File: src/rtl/csb_pkg.sv
// Shared types and constants for the clipped alpha sprite blit unit.
// Depends on nothing; every other file in rtl/ imports it.
package csb_pkg;

    localparam int CFG_IDX_W   = 3;
    localparam int CFG_DATA_W  = 12;
    localparam int POS_W       = 12;
    localparam int SPR_REG_W   = 11;
    localparam int SCR_REG_W   = 12;
    localparam int CHAN_W      = 8;
    localparam int INDEX_W     = 22;
    localparam int QDEPTH      = 2;

    localparam logic [CFG_IDX_W-1:0] REG_POS_X         = 3'd0;
    localparam logic [CFG_IDX_W-1:0] REG_POS_Y         = 3'd1;
    localparam logic [CFG_IDX_W-1:0] REG_SPRITE_WIDTH  = 3'd2;
    localparam logic [CFG_IDX_W-1:0] REG_SPRITE_HEIGHT = 3'd3;
    localparam logic [CFG_IDX_W-1:0] REG_SCREEN_WIDTH  = 3'd4;
    localparam logic [CFG_IDX_W-1:0] REG_SCREEN_HEIGHT = 3'd5;

    // Colors of one texel and the backdrop under it.
    typedef struct packed {
        logic [CHAN_W-1:0] src_blue;
        logic [CHAN_W-1:0] src_green;
        logic [CHAN_W-1:0] src_red;
        logic [CHAN_W-1:0] src_alpha;
        logic [CHAN_W-1:0] back_blue;
        logic [CHAN_W-1:0] back_green;
        logic [CHAN_W-1:0] back_red;
    } t_pix;

    // Raw configuration registers.
    typedef struct packed {
        logic [POS_W-1:0]     pos_x;
        logic [POS_W-1:0]     pos_y;
        logic [SPR_REG_W-1:0] sprite_width;
        logic [SPR_REG_W-1:0] sprite_height;
        logic [SCR_REG_W-1:0] screen_width;
        logic [SCR_REG_W-1:0] screen_height;
    } t_cfg;

endpackage

File: src/rtl/csb_front.sv
// Front end: raster counters, placement and clip test for each texel.
// Depends on csb_pkg; feeds csb_queue.
module csb_front #(
    parameter int MAX_SPRITE_DIM = 1024,
    parameter int SDW            = 12,
    parameter int XW             = 11
) (
    input  logic                   i_clk,
    input  logic                   i_rst_n,
    input  logic                   i_valid,
    input  logic                   i_room,
    input  csb_pkg::t_cfg          i_cfg,
    input  logic [SDW-1:0]         i_scw,
    input  logic [SDW-1:0]         i_sch,
    output logic                   o_push,
    output logic [XW-1:0]          o_x,
    output logic [XW-1:0]          o_y,
    output logic                   o_vis,
    output logic                   o_last
);
    import csb_pkg::*;

    localparam int CW  = (MAX_SPRITE_DIM > 1) ? $clog2(MAX_SPRITE_DIM) : 1;
    localparam int SPW = $clog2(MAX_SPRITE_DIM + 1);
    localparam int CRW = ((CW > POS_W) ? CW : POS_W) + 2;

    logic [CW-1:0]  r_col, n_col;
    logic [CW-1:0]  r_row, n_row;
    logic [SPW-1:0] sw, sh;
    logic signed [CRW-1:0] x, y;
    logic           row_end;

    always_comb begin
        if (i_cfg.sprite_width == '0) begin
            sw = SPW'(1);
        end else if (32'(i_cfg.sprite_width) > MAX_SPRITE_DIM) begin
            sw = SPW'(MAX_SPRITE_DIM);
        end else begin
            sw = SPW'(i_cfg.sprite_width);
        end
        if (i_cfg.sprite_height == '0) begin
            sh = SPW'(1);
        end else if (32'(i_cfg.sprite_height) > MAX_SPRITE_DIM) begin
            sh = SPW'(MAX_SPRITE_DIM);
        end else begin
            sh = SPW'(i_cfg.sprite_height);
        end
    end

    assign x = $signed({{(CRW-POS_W){i_cfg.pos_x[POS_W-1]}}, i_cfg.pos_x})
             + $signed({{(CRW-CW){1'b0}}, r_col});
    assign y = $signed({{(CRW-POS_W){i_cfg.pos_y[POS_W-1]}}, i_cfg.pos_y})
             + $signed({{(CRW-CW){1'b0}}, r_row});

    assign o_vis = !x[CRW-1] && !y[CRW-1]
                 && (x[CRW-2:0] < (CRW-1)'(i_scw))
                 && (y[CRW-2:0] < (CRW-1)'(i_sch));
    // Coordinates only matter when visible, so they fit below the screen size.
    assign o_x = x[XW-1:0];
    assign o_y = y[XW-1:0];

    assign row_end = ((SPW+1)'(r_col) + (SPW+1)'(1)) >= (SPW+1)'(sw);
    assign o_last  = row_end && (((SPW+1)'(r_row) + (SPW+1)'(1)) >= (SPW+1)'(sh));
    assign o_push  = i_valid && i_room;

    always_comb begin
        n_col = r_col;
        n_row = r_row;
        if (o_push) begin
            if (!row_end) begin
                n_col = r_col + CW'(1);
            end else begin
                n_col = '0;
                n_row = o_last ? '0 : r_row + CW'(1);
            end
        end
    end

    always_ff @(posedge i_clk) begin
        if (!i_rst_n) begin
            r_col <= '0;
            r_row <= '0;
        end else begin
            r_col <= n_col;
            r_row <= n_row;
        end
    end

endmodule

File: src/rtl/csb_queue.sv
// Small FIFO between the classifying front end and the blend back end.
// Depends on csb_pkg for its depth.
module csb_queue #(
    parameter int W = 8
) (
    input  logic         i_clk,
    input  logic         i_rst_n,
    input  logic         i_push,
    input  logic [W-1:0] i_data,
    output logic         o_room,
    output logic         o_valid,
    input  logic         i_pop,
    output logic [W-1:0] o_data
);
    import csb_pkg::*;

    localparam int PW = (QDEPTH > 1) ? $clog2(QDEPTH) : 1;
    localparam int NW = $clog2(QDEPTH + 1);

    logic [W-1:0]  r_mem [QDEPTH];
    logic [PW-1:0] r_wp, n_wp, r_rp, n_rp;
    logic [NW-1:0] r_cnt, n_cnt;
    logic          do_push, do_pop;

    assign o_room  = (r_cnt != NW'(QDEPTH));
    assign o_valid = (r_cnt != '0);
    assign o_data  = r_mem[r_rp];
    assign do_push = i_push && o_room;
    assign do_pop  = i_pop && o_valid;

    always_comb begin
        n_wp  = r_wp;
        n_rp  = r_rp;
        n_cnt = r_cnt;
        if (do_push) begin
            n_wp = (32'(r_wp) == QDEPTH - 1) ? '0 : r_wp + PW'(1);
        end
        if (do_pop) begin
            n_rp = (32'(r_rp) == QDEPTH - 1) ? '0 : r_rp + PW'(1);
        end
        if (do_push && !do_pop) begin
            n_cnt = r_cnt + NW'(1);
        end else if (do_pop && !do_push) begin
            n_cnt = r_cnt - NW'(1);
        end
    end

    always_ff @(posedge i_clk) begin
        if (!i_rst_n) begin
            r_wp  <= '0;
            r_rp  <= '0;
            r_cnt <= '0;
        end else begin
            r_wp  <= n_wp;
            r_rp  <= n_rp;
            r_cnt <= n_cnt;
        end
    end

    always_ff @(posedge i_clk) begin
        if (do_push) begin
            r_mem[r_wp] <= i_data;
        end
    end

endmodule

File: src/rtl/csb_back.sv
// Back end: two-stage blend and pixel index pipeline with output register.
// Depends on csb_pkg; drains csb_queue.
module csb_back #(
    parameter int SDW = 12,
    parameter int XW  = 11
) (
    input  logic                         i_clk,
    input  logic                         i_rst_n,
    input  logic                         i_valid,
    output logic                         o_pop,
    input  csb_pkg::t_pix                i_pix,
    input  logic [XW-1:0]                i_x,
    input  logic [XW-1:0]                i_y,
    input  logic                         i_vis,
    input  logic                         i_last,
    input  logic [SDW-1:0]               i_scw,
    output logic                         o_valid,
    input  logic                         i_ready,
    output logic [csb_pkg::CHAN_W-1:0]   o_blue,
    output logic [csb_pkg::CHAN_W-1:0]   o_green,
    output logic [csb_pkg::CHAN_W-1:0]   o_red,
    output logic [csb_pkg::INDEX_W-1:0]  o_index,
    output logic                         o_vis,
    output logic                         o_last
);
    import csb_pkg::*;

    localparam int MW = 2 * CHAN_W;
    localparam int PW = XW + SDW;
    localparam int EW = ((PW > INDEX_W) ? PW : INDEX_W) + 1;

    // x/255 for x up to 255*255, exact.
    function automatic logic [CHAN_W-1:0] div255(input logic [MW:0] n);
        logic [MW:0] t;
        t = n + (MW+1)'(1) + (n >> CHAN_W);
        return t[MW-1:CHAN_W];
    endfunction

    // Stage one: products.
    logic              r_v1;
    logic [MW-1:0]     r_sb, r_db, r_sg, r_dg, r_sr, r_dr;
    logic [PW-1:0]     r_prod;
    logic [XW-1:0]     r_x;
    logic              r_vis1, r_last1;
    logic [CHAN_W-1:0] inv_a;
    logic              adv1, adv2;
    logic [EW-1:0]     sum_idx;

    // Stage two: output register.
    logic              r_v2;

    assign adv2  = !r_v2 || i_ready;
    assign adv1  = !r_v1 || adv2;
    assign o_pop = i_valid && adv1;
    assign inv_a = ~i_pix.src_alpha;

    always_ff @(posedge i_clk) begin
        if (!i_rst_n) begin
            r_v1 <= 1'b0;
            r_v2 <= 1'b0;
        end else begin
            if (adv1) begin
                r_v1 <= i_valid;
            end
            if (adv2) begin
                r_v2 <= r_v1;
            end
        end
    end

    always_ff @(posedge i_clk) begin
        if (o_pop) begin
            r_sb    <= i_pix.src_alpha * i_pix.src_blue;
            r_db    <= inv_a * i_pix.back_blue;
            r_sg    <= i_pix.src_alpha * i_pix.src_green;
            r_dg    <= inv_a * i_pix.back_green;
            r_sr    <= i_pix.src_alpha * i_pix.src_red;
            r_dr    <= inv_a * i_pix.back_red;
            r_prod  <= PW'(i_y) * PW'(i_scw);
            r_x     <= i_x;
            r_vis1  <= i_vis;
            r_last1 <= i_last;
        end
    end

    assign sum_idx = EW'(r_prod) + EW'(r_x);

    always_ff @(posedge i_clk) begin
        if (adv2 && r_v1) begin
            o_blue  <= div255((MW+1)'(r_sb) + (MW+1)'(r_db));
            o_green <= div255((MW+1)'(r_sg) + (MW+1)'(r_dg));
            o_red   <= div255((MW+1)'(r_sr) + (MW+1)'(r_dr));
            o_index <= r_vis1 ? sum_idx[INDEX_W-1:0] : '0;
            o_vis   <= r_vis1;
            o_last  <= r_last1;
        end
    end

    assign o_valid = r_v2;

endmodule

File: src/rtl/clipped_alpha_sprite_blit_unit.sv
// Clipped alpha sprite blit: one texel in, one blended, placed pixel out.
// An accepted item lands in the queue, then passes the product stage and then
// the blend/index output register. Throughput: one item per cycle while the
// output is not stalled by i_ready, set by the single 2-entry queue and the
// two-stage back-end pipeline.
// Reset (synchronous, active low): counters to the top left texel, queue and
// pipeline empty, pos_x/pos_y 0, all sizes 1.
module clipped_alpha_sprite_blit_unit #(
    parameter int MAX_SPRITE_DIM = 1024,
    parameter int MAX_SCREEN_DIM = 2048
) (
    input  logic                              i_clk,
    input  logic                              i_rst_n,
    // configuration write port
    input  logic                              i_cfg_we,
    input  logic [csb_pkg::CFG_IDX_W-1:0]     i_cfg_idx,
    input  logic [csb_pkg::CFG_DATA_W-1:0]    i_cfg_data,
    // texel input channel
    input  logic                              i_valid,
    output logic                              o_ready,
    input  logic [csb_pkg::CHAN_W-1:0]        i_src_blue,
    input  logic [csb_pkg::CHAN_W-1:0]        i_src_green,
    input  logic [csb_pkg::CHAN_W-1:0]        i_src_red,
    input  logic [csb_pkg::CHAN_W-1:0]        i_src_alpha,
    input  logic [csb_pkg::CHAN_W-1:0]        i_back_blue,
    input  logic [csb_pkg::CHAN_W-1:0]        i_back_green,
    input  logic [csb_pkg::CHAN_W-1:0]        i_back_red,
    // pixel output channel
    output logic                              o_valid,
    input  logic                              i_ready,
    output logic [csb_pkg::CHAN_W-1:0]        o_out_blue,
    output logic [csb_pkg::CHAN_W-1:0]        o_out_green,
    output logic [csb_pkg::CHAN_W-1:0]        o_out_red,
    output logic [csb_pkg::INDEX_W-1:0]       o_pixel_index,
    output logic                              o_visible,
    output logic                              o_last
);
    import csb_pkg::*;

    // Clamped screen size needs to hold MAX_SCREEN_DIM itself; a visible
    // coordinate stays below it.
    localparam int SDW = $clog2(MAX_SCREEN_DIM + 1);
    localparam int XW  = (MAX_SCREEN_DIM > 1) ? $clog2(MAX_SCREEN_DIM) : 1;
    localparam int QW  = $bits(t_pix) + 2 * XW + 2;

    t_cfg           r_cfg;
    logic [SDW-1:0] scw, sch;

    // Configuration registers; writes never touch the raster counters.
    always_ff @(posedge i_clk) begin
        if (!i_rst_n) begin
            r_cfg.pos_x         <= '0;
            r_cfg.pos_y         <= '0;
            r_cfg.sprite_width  <= SPR_REG_W'(1);
            r_cfg.sprite_height <= SPR_REG_W'(1);
            r_cfg.screen_width  <= SCR_REG_W'(1);
            r_cfg.screen_height <= SCR_REG_W'(1);
        end else if (i_cfg_we) begin
            unique case (i_cfg_idx)
                REG_POS_X:         r_cfg.pos_x         <= i_cfg_data[POS_W-1:0];
                REG_POS_Y:         r_cfg.pos_y         <= i_cfg_data[POS_W-1:0];
                REG_SPRITE_WIDTH:  r_cfg.sprite_width  <= i_cfg_data[SPR_REG_W-1:0];
                REG_SPRITE_HEIGHT: r_cfg.sprite_height <= i_cfg_data[SPR_REG_W-1:0];
                REG_SCREEN_WIDTH:  r_cfg.screen_width  <= i_cfg_data[SCR_REG_W-1:0];
                REG_SCREEN_HEIGHT: r_cfg.screen_height <= i_cfg_data[SCR_REG_W-1:0];
                default: begin
                    // drop writes beyond the register list
                end
            endcase
        end
    end

    // Limit screen size to the largest supported screen; zero stays zero,
    // which hides every texel.
    always_comb begin
        if (32'(r_cfg.screen_width) > MAX_SCREEN_DIM) begin
            scw = SDW'(MAX_SCREEN_DIM);
        end else begin
            scw = SDW'(r_cfg.screen_width);
        end
        if (32'(r_cfg.screen_height) > MAX_SCREEN_DIM) begin
            sch = SDW'(MAX_SCREEN_DIM);
        end else begin
            sch = SDW'(r_cfg.screen_height);
        end
    end

    // Front end: place and classify each accepted texel.
    t_pix          in_pix;
    logic          q_room, push;
    logic [XW-1:0] f_x, f_y;
    logic          f_vis, f_last;

    assign in_pix = '{src_blue:   i_src_blue,
                      src_green:  i_src_green,
                      src_red:    i_src_red,
                      src_alpha:  i_src_alpha,
                      back_blue:  i_back_blue,
                      back_green: i_back_green,
                      back_red:   i_back_red};

    // Accept whenever the queue has room, even while a result waits.
    assign o_ready = q_room;

    csb_front #(
        .MAX_SPRITE_DIM (MAX_SPRITE_DIM),
        .SDW            (SDW),
        .XW             (XW)
    ) u_front (
        .i_clk   (i_clk),
        .i_rst_n (i_rst_n),
        .i_valid (i_valid),
        .i_room  (q_room),
        .i_cfg   (r_cfg),
        .i_scw   (scw),
        .i_sch   (sch),
        .o_push  (push),
        .o_x     (f_x),
        .o_y     (f_y),
        .o_vis   (f_vis),
        .o_last  (f_last)
    );

    // Queue decouples the classify step from the blend pipeline.
    logic [QW-1:0] q_in, q_out;
    logic          q_valid, q_pop;
    t_pix          b_pix;
    logic [XW-1:0] b_x, b_y;
    logic          b_vis, b_last;

    assign q_in = {in_pix, f_x, f_y, f_vis, f_last};
    assign {b_pix, b_x, b_y, b_vis, b_last} = q_out;

    csb_queue #(
        .W (QW)
    ) u_queue (
        .i_clk   (i_clk),
        .i_rst_n (i_rst_n),
        .i_push  (push),
        .i_data  (q_in),
        .o_room  (q_room),
        .o_valid (q_valid),
        .i_pop   (q_pop),
        .o_data  (q_out)
    );

    // Back end: blend the three channels and form the destination index.
    csb_back #(
        .SDW (SDW),
        .XW  (XW)
    ) u_back (
        .i_clk   (i_clk),
        .i_rst_n (i_rst_n),
        .i_valid (q_valid),
        .o_pop   (q_pop),
        .i_pix   (b_pix),
        .i_x     (b_x),
        .i_y     (b_y),
        .i_vis   (b_vis),
        .i_last  (b_last),
        .i_scw   (scw),
        .o_valid (o_valid),
        .i_ready (i_ready),
        .o_blue  (o_out_blue),
        .o_green (o_out_green),
        .o_red   (o_out_red),
        .o_index (o_pixel_index),
        .o_vis   (o_visible),
        .o_last  (o_last)
    );

endmodule
File: config.mk
export PLATFORM = sky130hd
export DESIGN_NAME = clipped_alpha_sprite_blit_unit
export DESIGN_NICKNAME = d
export VERILOG_FILES = /design/src/rtl/csb_pkg.sv /design/src/rtl/csb_front.sv /design/src/rtl/csb_queue.sv /design/src/rtl/csb_back.sv /design/src/rtl/clipped_alpha_sprite_blit_unit.sv
export SDC_FILE = /design/constraint.sdc
export NUM_CORES = 2
export LEC_CHECK = 0
export BUFFER_PORTS_ARGS = -buffer_cell sky130_fd_sc_hd__clkbuf_2
export CAP_MARGIN = 20
export CORE_ASPECT_RATIO = 1.2
export CORE_UTILIZATION = 25
export CTS_CLUSTER_SIZE = 14
export DETAILED_ROUTE_END_ITERATION = 10
export PLACE_DENSITY = 0.39
export SYNTH_ARGS = -nofsm -noshare
export SYNTH_HDL_FRONTEND = slang
export SYNTH_SLANG_ARGS = --single-unit
File: constraint.sdc
create_clock -name i_clk -period 10.45 [get_ports i_clk]
set_input_delay 1.045 -clock i_clk [delete_from_list [all_inputs] [get_ports i_clk]]
set_output_delay 1.045 -clock i_clk [all_outputs]
set_load 0.1 [all_outputs]
==> tab_implementation.tex <==
\begin{tabular}{lr}
\hline
Metric & Value \\
\hline
\multicolumn{2}{l}{\textbf{Placed design}} \\
\quad RePlAce Congestion & 0.794 \\
\quad Placed Cells incl. Taps & 5737 \\
\quad Total of buffers placed on input and output ports & 125 \\
\quad HPWL after DPL & 79700 um \\
\multicolumn{2}{l}{\textbf{Clock network}} \\
\quad Insertion delay of the later-clocked pin in the worst-skew pair & 0.69 ns \\
\quad Clock root buffer & clkbuf\_16 \\
\quad Clock slew at reported path FFs & 0.06 ns \\
\quad Clock tree from TritonCTS & done \\
\quad Clock tree buffer depth & 3 \\
\quad Number of clock buffers inserted by TritonCTS & 55 \\
\quad Number of setup buffers added after CTS & 0 \\
\quad Number of resized instances in the post-cts repair step & 0 \\
\quad Number of buffers added to fix hold violations after cts & 0 \\
\quad Sinks on Clock Net & 436 \\
\quad CTS H-tree lvls & 2 \\
\multicolumn{2}{l}{\textbf{Floorplan}} \\
\quad Die area & 0.150 mm\^{}2 \\
\quad Area of the core region & 0.147 mm\^{}2 \\
\quad Number of primary I/O pins & 126 \\
\quad Initial Utilization & 25.3\% \\
\quad Width of the die & 354 um \\
\quad Site row count & 154 \\
\quad Vertical extent of the die & 424 um \\
\multicolumn{2}{l}{\textbf{Global route}} \\
\quad Largest net degree at the start of global routing & 93 \\
\quad Vias in the first global route & 27600 \\
\quad GRT Total Usage & 14.0\% \\
\quad Total congestion overflow & 0 \\
\quad First-pass GRT wire length & 162000 um \\
\quad Number of antenna violations at the first check in global routing & 7 \\
\multicolumn{2}{l}{\textbf{Synthesis}} \\
\quad Count of different cell masters after synthesis & 73 \\
\quad Sequential fraction of the synthesis area & 32.6\% \\
\quad Netlist Area Pre-Place & 0.0372 mm\^{}2 \\
\quad FF+latch count, synth & 436 \\
\quad Fraction of synthesis flops using an asynchronous set or reset pin & 0\% \\
\quad Number of instances in the synthesized netlist & 3728 \\
\quad Post-synth EDFFs & 339 \\
\quad Synthesized Nets & 4538 \\
\quad Average size of a mapped cell & 9.97 um\^{}2 \\
\quad Primary FF master, synth & edfxtp\_1 \\
\quad Yosys warning total & 0 \\
\multicolumn{2}{l}{\textbf{Critical path}} \\
\quad Endpoint of the most critical register-to-register path & u\_back.r\_prod[21] \\
\quad Largest driver fanout on the critical path & 28 \\
\quad Worst reg-to-reg setup slack & 3.99 ns \\
\quad Launching element type of the critical path & flip-flop \\
\quad Data arrival time of the worst path & 6.89 ns \\
\quad Worst path cell trace & mux2i\_1 -> nor2\_1 -> fa\_1 -> inv\_1 -> fa\_1 -> inv\_1 -> fa\_1 -> fa\_1 -> inv\_1 -> fa\_1 -> inv\_1 -> ha\_1 -> a21o\_1 -> a21o\_1 -> a21o\_1 -> or3\_1 -> o211ai\_1 -> a31oi\_1 -> nor4\_1 -> a311oi\_1 \\
\quad Most frequent cell on the critical path & fa\_1 \\
\quad Type of destination of the critical path & flip-flop \\
\quad Critical path buffer and inverter count & 4 \\
\quad Endpoint required time on the critical path & 10.88 ns \\
\quad Family of cells with the greatest summed delay on the critical path & adder cells \\
\quad Slowest cell delay on critical path & 0.66 ns \\
\quad Slowest CP cell & mux2i\_1 \\
\quad Worst setup path category & reg -> reg \\
\quad Number of cells traversed by the worst register-to-register path & 20 \\
\multicolumn{2}{l}{\textbf{Drt}} \\
\quad Final routed wire length divided by cell count & 17.7 um \\
\quad Number of vias after detailed routing & 26000 \\
\quad Count of nets left with antenna violations after detail routing & 0 \\
\quad Drt first pass iters & 6 \\
\quad Via-per-instance ratio & 4.45 \\
\quad DRT iter0 DRCs & 1103 \\
\quad Wire length reported by the detailed router & 104000 um \\
\quad Residual DRC count & 0 \\
\multicolumn{2}{l}{\textbf{Min path}} \\
\quad Number of cells on the worst hold path & 0 \\
\quad Hold path endpoint & u\_back.o\_last \\
\quad Class of the tightest hold or removal check & reg -> reg \\
\quad Startpoint of the lowest-slack hold path & u\_back.r\_last1 \\
\multicolumn{2}{l}{\textbf{STA}} \\
\quad Final setup skew & 0.0527 ns \\
\quad Count of final hold-check violations & 0 \\
\quad Period minus WS final & 6.46 ns \\
\quad Worst Max-Slew Pin Slew & 1.07 ns \\
\quad Worst hold slack after final layout & 0.438 ns \\
\quad Post-Route Setup TNS & 0 ns \\
\quad Part of the cycle the worst path needs & 61.8\% \\
\quad Count of final max-slew check failures & 0 \\
\quad Max Clk Rate & 155 MHz \\
\quad Max-slew headroom at the worst pin & 26.7\% \\
\quad Setup violations, final & 0 \\
\quad Setup repair after global routing missed its margin & no \\
\multicolumn{2}{l}{\textbf{Finish}} \\
\quad End-of-flow core utilization & 28.6\% \\
\quad Leading cell type in the layout, fill and taps excluded & inv\_1 \\
\quad P\&R area growth vs syn & 13.4\% \\
\quad Nets & 4654 \\
\quad Ratio of cells with drive above 1 in the final layout & 9.28\% \\
\quad Most frequent cells in the layout & 461 x inv\_1, 456 x nand2\_1, 424 x ha\_1, 380 x nor2\_1, 339 x edfxtp\_1 \\
\quad Layout filler cell count & 15700 \\
\quad Non-filler cells in the finished layout & 5844 \\
\multicolumn{2}{l}{\textbf{Outcome}} \\
\quad Run status & finished, final reports clean \\
\multicolumn{2}{l}{\textbf{Flow run}} \\
\quad Max-cap violations & 0 \\
\hline
\end{tabular}
-- routing by layer --
metal | track usage (%) | vias up | part of all wire [%]
met3 | 1.61 | 130 | 2.7
met5 | 0 | - | 0.048
met4 | 4.67 | 8 | 3.1
met1 | 16.8 | 12800 | 43
met2 | 25.8 | 319 | 51
li1 | - | 12800 | -
-- cell usage after synthesis (all sizes together), types with 21 or more instances --
cell type	number	area, um^2
nor2	381	1430
fa	310	6210
xor2	51	447
nand2	456	1710
and2	42	263
nand2b	53	332
or2	22	138
edfxtp	339	10200
clkbuf	80	300
and3	27	170
dfxtp	97	1940
a21o	44	332
nand3	52	265
xnor2	134	1180
ha	424	5310
inv	462	1730
a21oi	175	876
mux2	66	743
nor2b	51	319
nor3	57	285
mux2i	65	651
o21a	21	158
o21ai	87	435
-- cell families (layout without fill, tap and decap cells) --
| family | after synthesis | in the layout | share of synthesized area [%] |
|---|---|---|---|
| other | 0 | 3 | 0 |
| DFF | 436 | 436 | 32.6 |
| muxes | 131 | 131 | 3.75 |
| xor gates and xnor gates | 185 | 185 | 4.38 |
| AOI/OAI and AO/OA | 477 | 477 | 8.19 |
| adders and majority gates | 734 | 734 | 31.0 |
| buffers and inverters | 561 | 724 | 5.69 |
| and+or+nand+nor | 1204 | 1204 | 14.4 |
-- registers in the layout, indices dropped and copies added (netlist names), 10 cells and up, named ones only --
| name | flops |
|---|---|
| u_back.r_dr | 16 |
| u_back.r_prod | 22 |
| u_front.r_row | 10 |
| u_back.r_sg | 16 |
| u_back.r_sr | 16 |
| u_back.r_x | 11 |
| u_queue.r_mem | 160 |
| u_back.r_db | 16 |
| u_front.r_col | 10 |
| u_back.r_sb | 16 |
| u_back.o_index | 22 |
| r_cfg | 70 |
| u_back.r_dg | 16 |
-- cell type report --
type	count	area, um^2	area share [%]
timing repair buffer	155	863	2.05
inverter	465	1750	4.15
multi-input combinational	2731	23100	54.7
antenna	3	7.51	0.0178
tap	1950	2440	5.79
sequential	436	12100	28.8
clock buffer	69	1520	3.61
clock inverter	35	388	0.920
-- worst max-delay path by stage --
stage	from	endpoint	slack [ns]	cells after the start
floorplan	flip-flop	u_back.r_prod[21]	3.90	23
global placement	flip-flop	u_back.r_prod[21]	3.99	20
detailed placement	flip-flop	u_back.r_prod[21]	3.96	20
CTS	flip-flop	u_back.r_prod[21]	3.92	20
global route	flip-flop	u_back.r_prod[21]	3.62	20
finish	flip-flop	u_back.r_prod[21]	3.99	20
-- stage by stage --
| step | instance area (um^2) | setup slack (ns) |
|---|---|---|
| 2_1_floorplan | 37200 | 3.90 |
| 3_3_place_gp | 40200 | 3.99 |
| 6_report | 42200 | 3.99 |
| 4_1_cts | 42100 | 3.92 |
| 3_5_place_dp | 40200 | 3.96 |
| 5_1_grt | 42100 | 3.62 |
-- worst reg2reg max path, cell delays in order (launching register included) --
cell and delay [ns]:
dfxtp_4 0.65, mux2i_1 0.68, nor2_1 0.16, fa_1 0.56, inv_1 0.05, fa_1 0.53, inv_1 0.05, fa_1 0.45
fa_1 0.49, inv_1 0.05, fa_1 0.47, inv_1 0.04, ha_1 0.33, a21o_1 0.18, a21o_1 0.16, a21o_1 0.20
or3_1 0.32, o211ai_1 0.30, a31oi_1 0.19, nor4_1 0.26, a311oi_1 0.08
Power is not shown: default switching activity piles up to over one toggle a cycle in this logic, so the estimate is an artifact.
